**src/sv/sdcg_pkg.sv**
```systemverilog
package sdcg_pkg;

  localparam int unsigned ADDR_W = 32;
  localparam int unsigned LEN_W  = 24;
  localparam int unsigned CFG_W  = 32;
  localparam int unsigned IDX_W  = 2;

  // Configuration register indexes
  localparam logic [IDX_W-1:0] REG_SRC_WIDTH  = 2'd0;
  localparam logic [IDX_W-1:0] REG_DST_WIDTH  = 2'd1;
  localparam logic [IDX_W-1:0] REG_SRC_STRIDE = 2'd2;
  localparam logic [IDX_W-1:0] REG_DST_STRIDE = 2'd3;

  // Input operation codes
  localparam logic OP_START = 1'b0;
  localparam logic OP_NEXT  = 1'b1;

  // Per-side line geometry: effective width (never zero) and the cursor
  // skip applied at line end, stride minus effective width mod 2^32.
  typedef struct packed {
    logic [LEN_W-1:0]  width;
    logic [ADDR_W-1:0] skip;
  } sdcg_line_cfg_t;

  // Width zero behaves as width one.
  function automatic logic [LEN_W-1:0] eff_width(input logic [LEN_W-1:0] w);
    eff_width = (w == '0) ? LEN_W'(1) : w;
  endfunction

endpackage

```
**src/sv/sdcg_cfg_regs.sv**
```systemverilog
module sdcg_cfg_regs (
  input  logic                          clk,
  input  logic                          rst_n,
  input  logic                          cfg_we,
  input  logic [sdcg_pkg::IDX_W-1:0]    cfg_index,
  input  logic [sdcg_pkg::CFG_W-1:0]    cfg_wdata,
  output sdcg_pkg::sdcg_line_cfg_t      src_cfg,
  output sdcg_pkg::sdcg_line_cfg_t      dst_cfg
);
  import sdcg_pkg::*;

  logic [LEN_W-1:0]  src_width_r,  src_width_nxt;
  logic [LEN_W-1:0]  dst_width_r,  dst_width_nxt;
  logic [ADDR_W-1:0] src_stride_r, src_stride_nxt;
  logic [ADDR_W-1:0] dst_stride_r, dst_stride_nxt;
  logic [ADDR_W-1:0] src_skip_r,   src_skip_nxt;
  logic [ADDR_W-1:0] dst_skip_r,   dst_skip_nxt;

  always_comb begin
    src_width_nxt  = src_width_r;
    dst_width_nxt  = dst_width_r;
    src_stride_nxt = src_stride_r;
    dst_stride_nxt = dst_stride_r;
    if (cfg_we) begin
      case (cfg_index)
        REG_SRC_WIDTH:  src_width_nxt  = eff_width(cfg_wdata[LEN_W-1:0]);
        REG_DST_WIDTH:  dst_width_nxt  = eff_width(cfg_wdata[LEN_W-1:0]);
        REG_SRC_STRIDE: src_stride_nxt = cfg_wdata[ADDR_W-1:0];
        REG_DST_STRIDE: dst_stride_nxt = cfg_wdata[ADDR_W-1:0];
        default: ;
      endcase
    end
    // Skip follows the new values in the same edge as the write.
    src_skip_nxt = src_stride_nxt - {{(ADDR_W-LEN_W){1'b0}}, src_width_nxt};
    dst_skip_nxt = dst_stride_nxt - {{(ADDR_W-LEN_W){1'b0}}, dst_width_nxt};
  end

  always_ff @(posedge clk) begin
    if (!rst_n) begin
      src_width_r  <= LEN_W'(1);
      dst_width_r  <= LEN_W'(1);
      src_stride_r <= ADDR_W'(1);
      dst_stride_r <= ADDR_W'(1);
      src_skip_r   <= '0;
      dst_skip_r   <= '0;
    end else begin
      src_width_r  <= src_width_nxt;
      dst_width_r  <= dst_width_nxt;
      src_stride_r <= src_stride_nxt;
      dst_stride_r <= dst_stride_nxt;
      src_skip_r   <= src_skip_nxt;
      dst_skip_r   <= dst_skip_nxt;
    end
  end

  assign src_cfg = '{width: src_width_r, skip: src_skip_r};
  assign dst_cfg = '{width: dst_width_r, skip: dst_skip_r};

endmodule

```
**src/sv/sdcg_line_side.sv**
```systemverilog
module sdcg_line_side (
  input  sdcg_pkg::sdcg_line_cfg_t        line_cfg,
  input  logic [sdcg_pkg::ADDR_W-1:0]     cursor,
  input  logic [sdcg_pkg::LEN_W-1:0]      offset,
  input  logic [sdcg_pkg::LEN_W-1:0]      chunk,
  output logic [sdcg_pkg::LEN_W-1:0]      room,
  output logic [sdcg_pkg::ADDR_W-1:0]     cursor_nxt,
  output logic [sdcg_pkg::LEN_W-1:0]      offset_nxt
);
  import sdcg_pkg::*;

  logic [LEN_W:0] off_sum;
  logic           line_end;

  // Offset at or past a narrowed width gets one byte of room.
  assign room = (offset < line_cfg.width) ? (line_cfg.width - offset) : LEN_W'(1);

  always_comb begin
    off_sum  = {1'b0, offset} + {1'b0, chunk};
    line_end = (off_sum >= {1'b0, line_cfg.width});

    offset_nxt = line_end ? '0 : off_sum[LEN_W-1:0];
    cursor_nxt = cursor + {{(ADDR_W-LEN_W){1'b0}}, chunk}
               + (line_end ? line_cfg.skip : '0);
  end

endmodule

```
**src/sv/strided_dma_chunk_generator_unit.sv**
```systemverilog
// Channel | Handshake            | Payload
// --------+----------------------+-----------------------------------------------
// in      | in_valid / in_stall  | in_op, in_src_base, in_dst_base, in_byte_length
// out     | out_valid / out_stall| out_chunk_src_addr, out_chunk_dst_addr,
//         |                      | out_chunk_len, out_last_chunk
// cfg     | cfg_we               | cfg_index, cfg_wdata (write only)
//
// An accepted item is held in the input register; for a next item of a live
// transfer, its chunk is then computed and written to the result register.
// One item is taken every cycle while out does not stall; the loop through
// the cursor, offset and length registers sets that rate.
// Reset (rst_n low, synchronous) empties both registers and idles the transfer.
// A stall on out holds the result register and, through it, the input register.
module strided_dma_chunk_generator_unit (
  input  logic                          clk,
  input  logic                          rst_n,

  input  logic                          cfg_we,
  input  logic [sdcg_pkg::IDX_W-1:0]    cfg_index,
  input  logic [sdcg_pkg::CFG_W-1:0]    cfg_wdata,

  input  logic                          in_valid,
  output logic                          in_stall,
  input  logic                          in_op,
  input  logic [sdcg_pkg::ADDR_W-1:0]   in_src_base,
  input  logic [sdcg_pkg::ADDR_W-1:0]   in_dst_base,
  input  logic [sdcg_pkg::LEN_W-1:0]    in_byte_length,

  output logic                          out_valid,
  input  logic                          out_stall,
  output logic [sdcg_pkg::ADDR_W-1:0]   out_chunk_src_addr,
  output logic [sdcg_pkg::ADDR_W-1:0]   out_chunk_dst_addr,
  output logic [sdcg_pkg::LEN_W-1:0]    out_chunk_len,
  output logic                          out_last_chunk
);
  import sdcg_pkg::*;

  sdcg_line_cfg_t src_cfg, dst_cfg;

  // Input register
  logic              a_valid_r, a_valid_nxt;
  logic              a_op_r;
  logic [ADDR_W-1:0] a_src_r;
  logic [ADDR_W-1:0] a_dst_r;
  logic [LEN_W-1:0]  a_len_r;

  // Transfer state
  logic [ADDR_W-1:0] src_cursor_r, src_cursor_nxt;
  logic [ADDR_W-1:0] dst_cursor_r, dst_cursor_nxt;
  logic [LEN_W-1:0]  src_off_r,    src_off_nxt;
  logic [LEN_W-1:0]  dst_off_r,    dst_off_nxt;
  logic [LEN_W-1:0]  bytes_left_r, bytes_left_nxt;
  logic              busy_r,       busy_nxt;

  // Result register
  logic              out_valid_r, out_valid_nxt;
  logic [ADDR_W-1:0] out_src_r;
  logic [ADDR_W-1:0] out_dst_r;
  logic [LEN_W-1:0]  out_len_r;
  logic              out_last_r;

  logic              out_free;
  logic              a_adv;
  logic              in_take;
  logic              emit;
  logic [LEN_W-1:0]  src_room, dst_room;
  logic [LEN_W-1:0]  chunk;
  logic [ADDR_W-1:0] src_adv_cursor, dst_adv_cursor;
  logic [LEN_W-1:0]  src_adv_off, dst_adv_off;

  sdcg_cfg_regs u_cfg (
    .clk       (clk),
    .rst_n     (rst_n),
    .cfg_we    (cfg_we),
    .cfg_index (cfg_index),
    .cfg_wdata (cfg_wdata),
    .src_cfg   (src_cfg),
    .dst_cfg   (dst_cfg)
  );

  sdcg_line_side u_src (
    .line_cfg   (src_cfg),
    .cursor     (src_cursor_r),
    .offset     (src_off_r),
    .chunk      (chunk),
    .room       (src_room),
    .cursor_nxt (src_adv_cursor),
    .offset_nxt (src_adv_off)
  );

  sdcg_line_side u_dst (
    .line_cfg   (dst_cfg),
    .cursor     (dst_cursor_r),
    .offset     (dst_off_r),
    .chunk      (chunk),
    .room       (dst_room),
    .cursor_nxt (dst_adv_cursor),
    .offset_nxt (dst_adv_off)
  );

  // The result register frees up when empty or when its item is taken.
  assign out_free = !out_valid_r || !out_stall;
  assign a_adv    = a_valid_r && out_free;
  assign in_stall = a_valid_r && !out_free;
  assign in_take  = in_valid && !in_stall;

  // Only a next item during a live transfer yields a descriptor.
  assign emit = a_adv && (a_op_r == OP_NEXT) && busy_r;

  always_comb begin
    chunk = bytes_left_r;
    if (src_room < chunk) begin
      chunk = src_room;
    end
    if (dst_room < chunk) begin
      chunk = dst_room;
    end
  end

  always_comb begin
    a_valid_nxt    = in_take || (a_valid_r && !a_adv);
    src_cursor_nxt = src_cursor_r;
    dst_cursor_nxt = dst_cursor_r;
    src_off_nxt    = src_off_r;
    dst_off_nxt    = dst_off_r;
    bytes_left_nxt = bytes_left_r;
    busy_nxt       = busy_r;
    if (a_adv && (a_op_r == OP_START)) begin
      // Load a new transfer, dropping any running one.
      src_cursor_nxt = a_src_r;
      dst_cursor_nxt = a_dst_r;
      src_off_nxt    = '0;
      dst_off_nxt    = '0;
      bytes_left_nxt = a_len_r;
      busy_nxt       = (a_len_r != '0);
    end else if (emit) begin
      src_cursor_nxt = src_adv_cursor;
      dst_cursor_nxt = dst_adv_cursor;
      src_off_nxt    = src_adv_off;
      dst_off_nxt    = dst_adv_off;
      bytes_left_nxt = bytes_left_r - chunk;
      busy_nxt       = (chunk != bytes_left_r);
    end
    out_valid_nxt = out_free ? emit : out_valid_r;
  end

  always_ff @(posedge clk) begin
    if (!rst_n) begin
      a_valid_r    <= 1'b0;
      out_valid_r  <= 1'b0;
      busy_r       <= 1'b0;
      src_cursor_r <= '0;
      dst_cursor_r <= '0;
      src_off_r    <= '0;
      dst_off_r    <= '0;
      bytes_left_r <= '0;
    end else begin
      a_valid_r    <= a_valid_nxt;
      out_valid_r  <= out_valid_nxt;
      busy_r       <= busy_nxt;
      src_cursor_r <= src_cursor_nxt;
      dst_cursor_r <= dst_cursor_nxt;
      src_off_r    <= src_off_nxt;
      dst_off_r    <= dst_off_nxt;
      bytes_left_r <= bytes_left_nxt;
    end
  end

  // Payload registers: capture on handshake, hold otherwise.
  always_ff @(posedge clk) begin
    if (in_take) begin
      a_op_r  <= in_op;
      a_src_r <= in_src_base;
      a_dst_r <= in_dst_base;
      a_len_r <= in_byte_length;
    end
    if (emit) begin
      out_src_r  <= src_cursor_r;
      out_dst_r  <= dst_cursor_r;
      out_len_r  <= chunk;
      out_last_r <= (chunk == bytes_left_r);
    end
  end

  assign out_valid          = out_valid_r;
  assign out_chunk_src_addr = out_src_r;
  assign out_chunk_dst_addr = out_dst_r;
  assign out_chunk_len      = out_len_r;
  assign out_last_chunk     = out_last_r;

endmodule
```
**config.mk**
```make
export PLATFORM = sky130hd
export DESIGN_NAME = strided_dma_chunk_generator_unit
export DESIGN_NICKNAME = d
export VERILOG_FILES = /design/src/sv/sdcg_pkg.sv /design/src/sv/sdcg_cfg_regs.sv /design/src/sv/sdcg_line_side.sv /design/src/sv/strided_dma_chunk_generator_unit.sv
export SDC_FILE = /design/constraint.sdc
export NUM_CORES = 2
export LEC_CHECK = 0
export ABC_AREA = 1
export BUFFER_PORTS_ARGS = -buffer_cell sky130_fd_sc_hd__buf_4
export CAP_MARGIN = 5
export CORE_MARGIN = 4
export CORE_UTILIZATION = 25
export CTS_BUF_LIST = sky130_fd_sc_hd__clkbuf_16
export DETAILED_ROUTE_END_ITERATION = 10
export PLACE_DENSITY = 0.38
export RECOVER_POWER = 100
export REMOVE_ABC_BUFFERS = 1
export SLEW_MARGIN = 20
export SYNTH_ARGS = -nofsm -noshare
export SYNTH_HDL_FRONTEND = slang
export SYNTH_HIERARCHICAL = 1
export SYNTH_SLANG_ARGS = --single-unit
```
**constraint.sdc**
```tcl
create_clock -name clk -period 17.3 [get_ports clk]
set_clock_uncertainty 0.15 [all_clocks]
set_input_delay 1.73 -clock clk [delete_from_list [all_inputs] [get_ports clk]]
set_output_delay 1.73 -clock clk [all_outputs]
set_load 0.005 [all_outputs]
```
==> impl_results.md <==
* Ys async rst share at 0
* Clock Sink Count at 493
* Most frequent CP cell: nand2_1
* YS warnings at 6
* Placed insts at 7445
* Vias in the first global route at 34811
* Worst-skew pair later-pin latency at 0.66 ns
* CP max FO at 46
* DRC viols at 0
* Fmax at 66.6 MHz
* Dominant cell type by area after synthesis: dfxtp_1
* Pin count of the biggest net entering global routing at 69
* Hold path depth at 0
* H-tree depth at 3
* Reg-to-reg slack, setup at 2.28 ns
* First-pass GRT wire length at 232 mm
* Non-filler cells in the finished layout at 7578
* Setup TNS at 0 ns
* Gr ovfl total at 0
* Min setup slack post-route at 2.28 ns
* Final Critical Period at 15.02 ns
* Initial Util at 0.253
* Layout cells sized above 1 at 0.103
* Core Area at 148000 um^2
* Clock buffer count from CTS at 69
* Vias at 35420
* Synthesis-stage register bit count at 493
* Gr usage total at 0.198
* Max-cap viol count at 14
* P&R area growth vs syn at 15.3%
* Critical Path Start Type: flop
* Status: complete, but fails checks
* CTS resizes at 0
* Chip width at 395 um
* Hold-fix buffers, CTS at 0
* Iteration-0 DRC Markers at 2598
* Crit path DAT at 15.38 ns
* Postcts setup bufs at 0
* Mapped cell area at 37500 um^2
* Hold endpoint: out_chunk_src_addr[3]
* Die area at 156000 um^2
* Vias per cell at 4.67
* Max stage delay on crit path at 0.92 ns
* Port bufs at 218
* Initial antenna violation count at 19
* Final ANT Viol Nets at 0
* Top FF cell, synth: dfxtp_1
* Failing checks: capacitance limit, slew limit
* Reg2reg start: u_cfg/src_width_r[15]
* Top-count cell post-synth: nand2_1
* CTS tree: yes
* Cell variety after synth at 64
* RSZ-0062 raised after global routing: false
* CP Capture Type: flop
* Synth top cells by count: nand2_1, inv_1, nor2_1, a21oi_1, dfxtp_1
* Final WL at 159 mm
* Detailed-route wire length per cell at 21.0 um
* Max Buffers Root-to-Sink at 3
* Synth area leaders: dfxtp_1, edfxtp_1, nand2_1
* GP Congestion at 0.885
* Period utilization at 0.868
* Least-Margin Pin Slew at 3.36 ns
* IO Pins at 219
* Root Driver: clkbuf_16
* WP data required at 17.65 ns
* Hold Crit Class: reg -> reg
* Crit-path slowest cell: clkbuf_1
* Synth top area share at 0.168
* Worst hold slack at 0.326 ns
* Die Ht at 395 um
* DP HPWL at 127 mm
* Sequential area share after synthesis at 0.310
* Mapped Avg Cell Area at 7.05 um^2
* Initial DRT Pass Iterations at 8
* Reg clk slew, reported paths at 0.06 ns
* WS Path Type: reg -> reg
* Reg-to-reg endpoint: src_cursor_r[22]
* Place WS at 3.48 ns
* EDFF count, synth at 178
* Post-Synthesis Cells at 5321
* Slew Limit Fails at 635
* Hold Startpoint: src_cursor_r[3]
* Nets at 6003
* Core Rows at 141
* Worst Reg2Reg Path Length in Cells at 61
* Slew HR at -1.24
* Final Hold Vio Count at 0
* # setup viols final at 0
[worst max-delay path by stage]
stage                                      from                to  cells past startpoint
after global placement    u_cfg/src_width_r[15]  src_cursor_r[29]                     62
after global routing               src_off_r[9]  src_cursor_r[29]                     66
after detailed placement  u_cfg/src_width_r[15]  src_cursor_r[29]                     62
after CTS                 u_cfg/src_width_r[15]  src_cursor_r[29]                     62
final                     u_cfg/src_width_r[15]  src_cursor_r[22]                     61
after floorplan                    src_off_r[0]  dst_cursor_r[29]                     71
[per-stage QoR]
stage,util,instance area [um^2]
after global routing,0.291,43200
after floorplan,-,36800
after detailed placement,0.278,41300
final,0.292,43300
after CTS,0.293,43500
after global placement,0.278,41300
[layout by cell type (no fill, tap or decap), types with 7 or more instances in the layout]
cell,instances
edfxtp_1,178
dfxtp_1,315
fa_1,57
o21ai_1,30
nor2_2,68
o21bai_1,78
buf_4,57
a31oi_1,22
nor3_1,28
clkbuf_4,156
inv_2,27
a21boi_0,8
clkbuf_1,45
o22ai_1,8
nand3_1,241
nand2_2,60
clkinv_1,17
a211oi_1,13
a21oi_1,457
nand3_2,19
o21a_1,13
nor4_1,20
clkbuf_16,70
a21o_1,33
ha_1,304
nand4_1,74
nand2_1,1321
nand3b_1,12
or2_2,38
nor2_4,11
nor2_1,503
o21ai_0,280
o21ai_2,11
clkinv_4,7
xor2_1,82
xnor2_1,45
inv_1,777
[layout make-up]
class                      instances  area, um^2
inverter                         795        2990
multi-input combinational       3897       22100
timing repair buffer             258        1770
sequential                       493       11700
tap                             2002        2500
clock buffer                      70        1750
antenna                            6        15.0
clock inverter                    57         492
fill                           16473      105000
[logic make-up (layout without fill, tap and decap cells)]
family / count (synthesis) / after routing / share of synthesized area
simple gates: 2419 / 2419 / 0.280
compound gates: 988 / 988 / 0.148
buf+inv: 931 / 1180 / 0.0994
flops: 493 / 493 / 0.310
fa+ha+maj: 361 / 361 / 0.132
xor+xnor: 127 / 127 / 0.0296
mux: 2 / 2 / 0.000533
other cells: 0 / 6 / 0
[state kept, by name, indices dropped and copies added, names as in the netlist, 32 cells and up]
name / flops
out_chunk_dst_addr: 32
u_cfg/src_skip_r: 32
u_cfg/src_stride_r: 32
src_cursor_r: 32
u_cfg/dst_skip_r: 32
dst_cursor_r: 32
a_src_r: 32
out_chunk_src_addr: 32
a_dst_r: 32
u_cfg/dst_stride_r: 32
[worst max-delay path, delay by kind of cell, from the launching register on]
family	cells	cell delay, ns
adders and majority gates	7	2.58
DFF	1	0.52
buffers and inverters	5	1.75
xor gates and xnor gates	1	0.27
AOI/OAI and AO/OA	21	5.00
and+or+nand+nor	27	4.57
[routing by layer]
metal	routed length (um)	vias up	share of wire	GRT usage
met3	8120	169	0.051	0.0300
met5	0	-	0	0
li1	-	17703	-	-
met1	75000	16710	0.47	0.276
met2	70800	838	0.45	0.315
met4	4990	0	0.031	0.0631
Power is left out: the tool's default activity adds up to more than one toggle a clock period on the data nets, which glitch-free logic cannot reach.
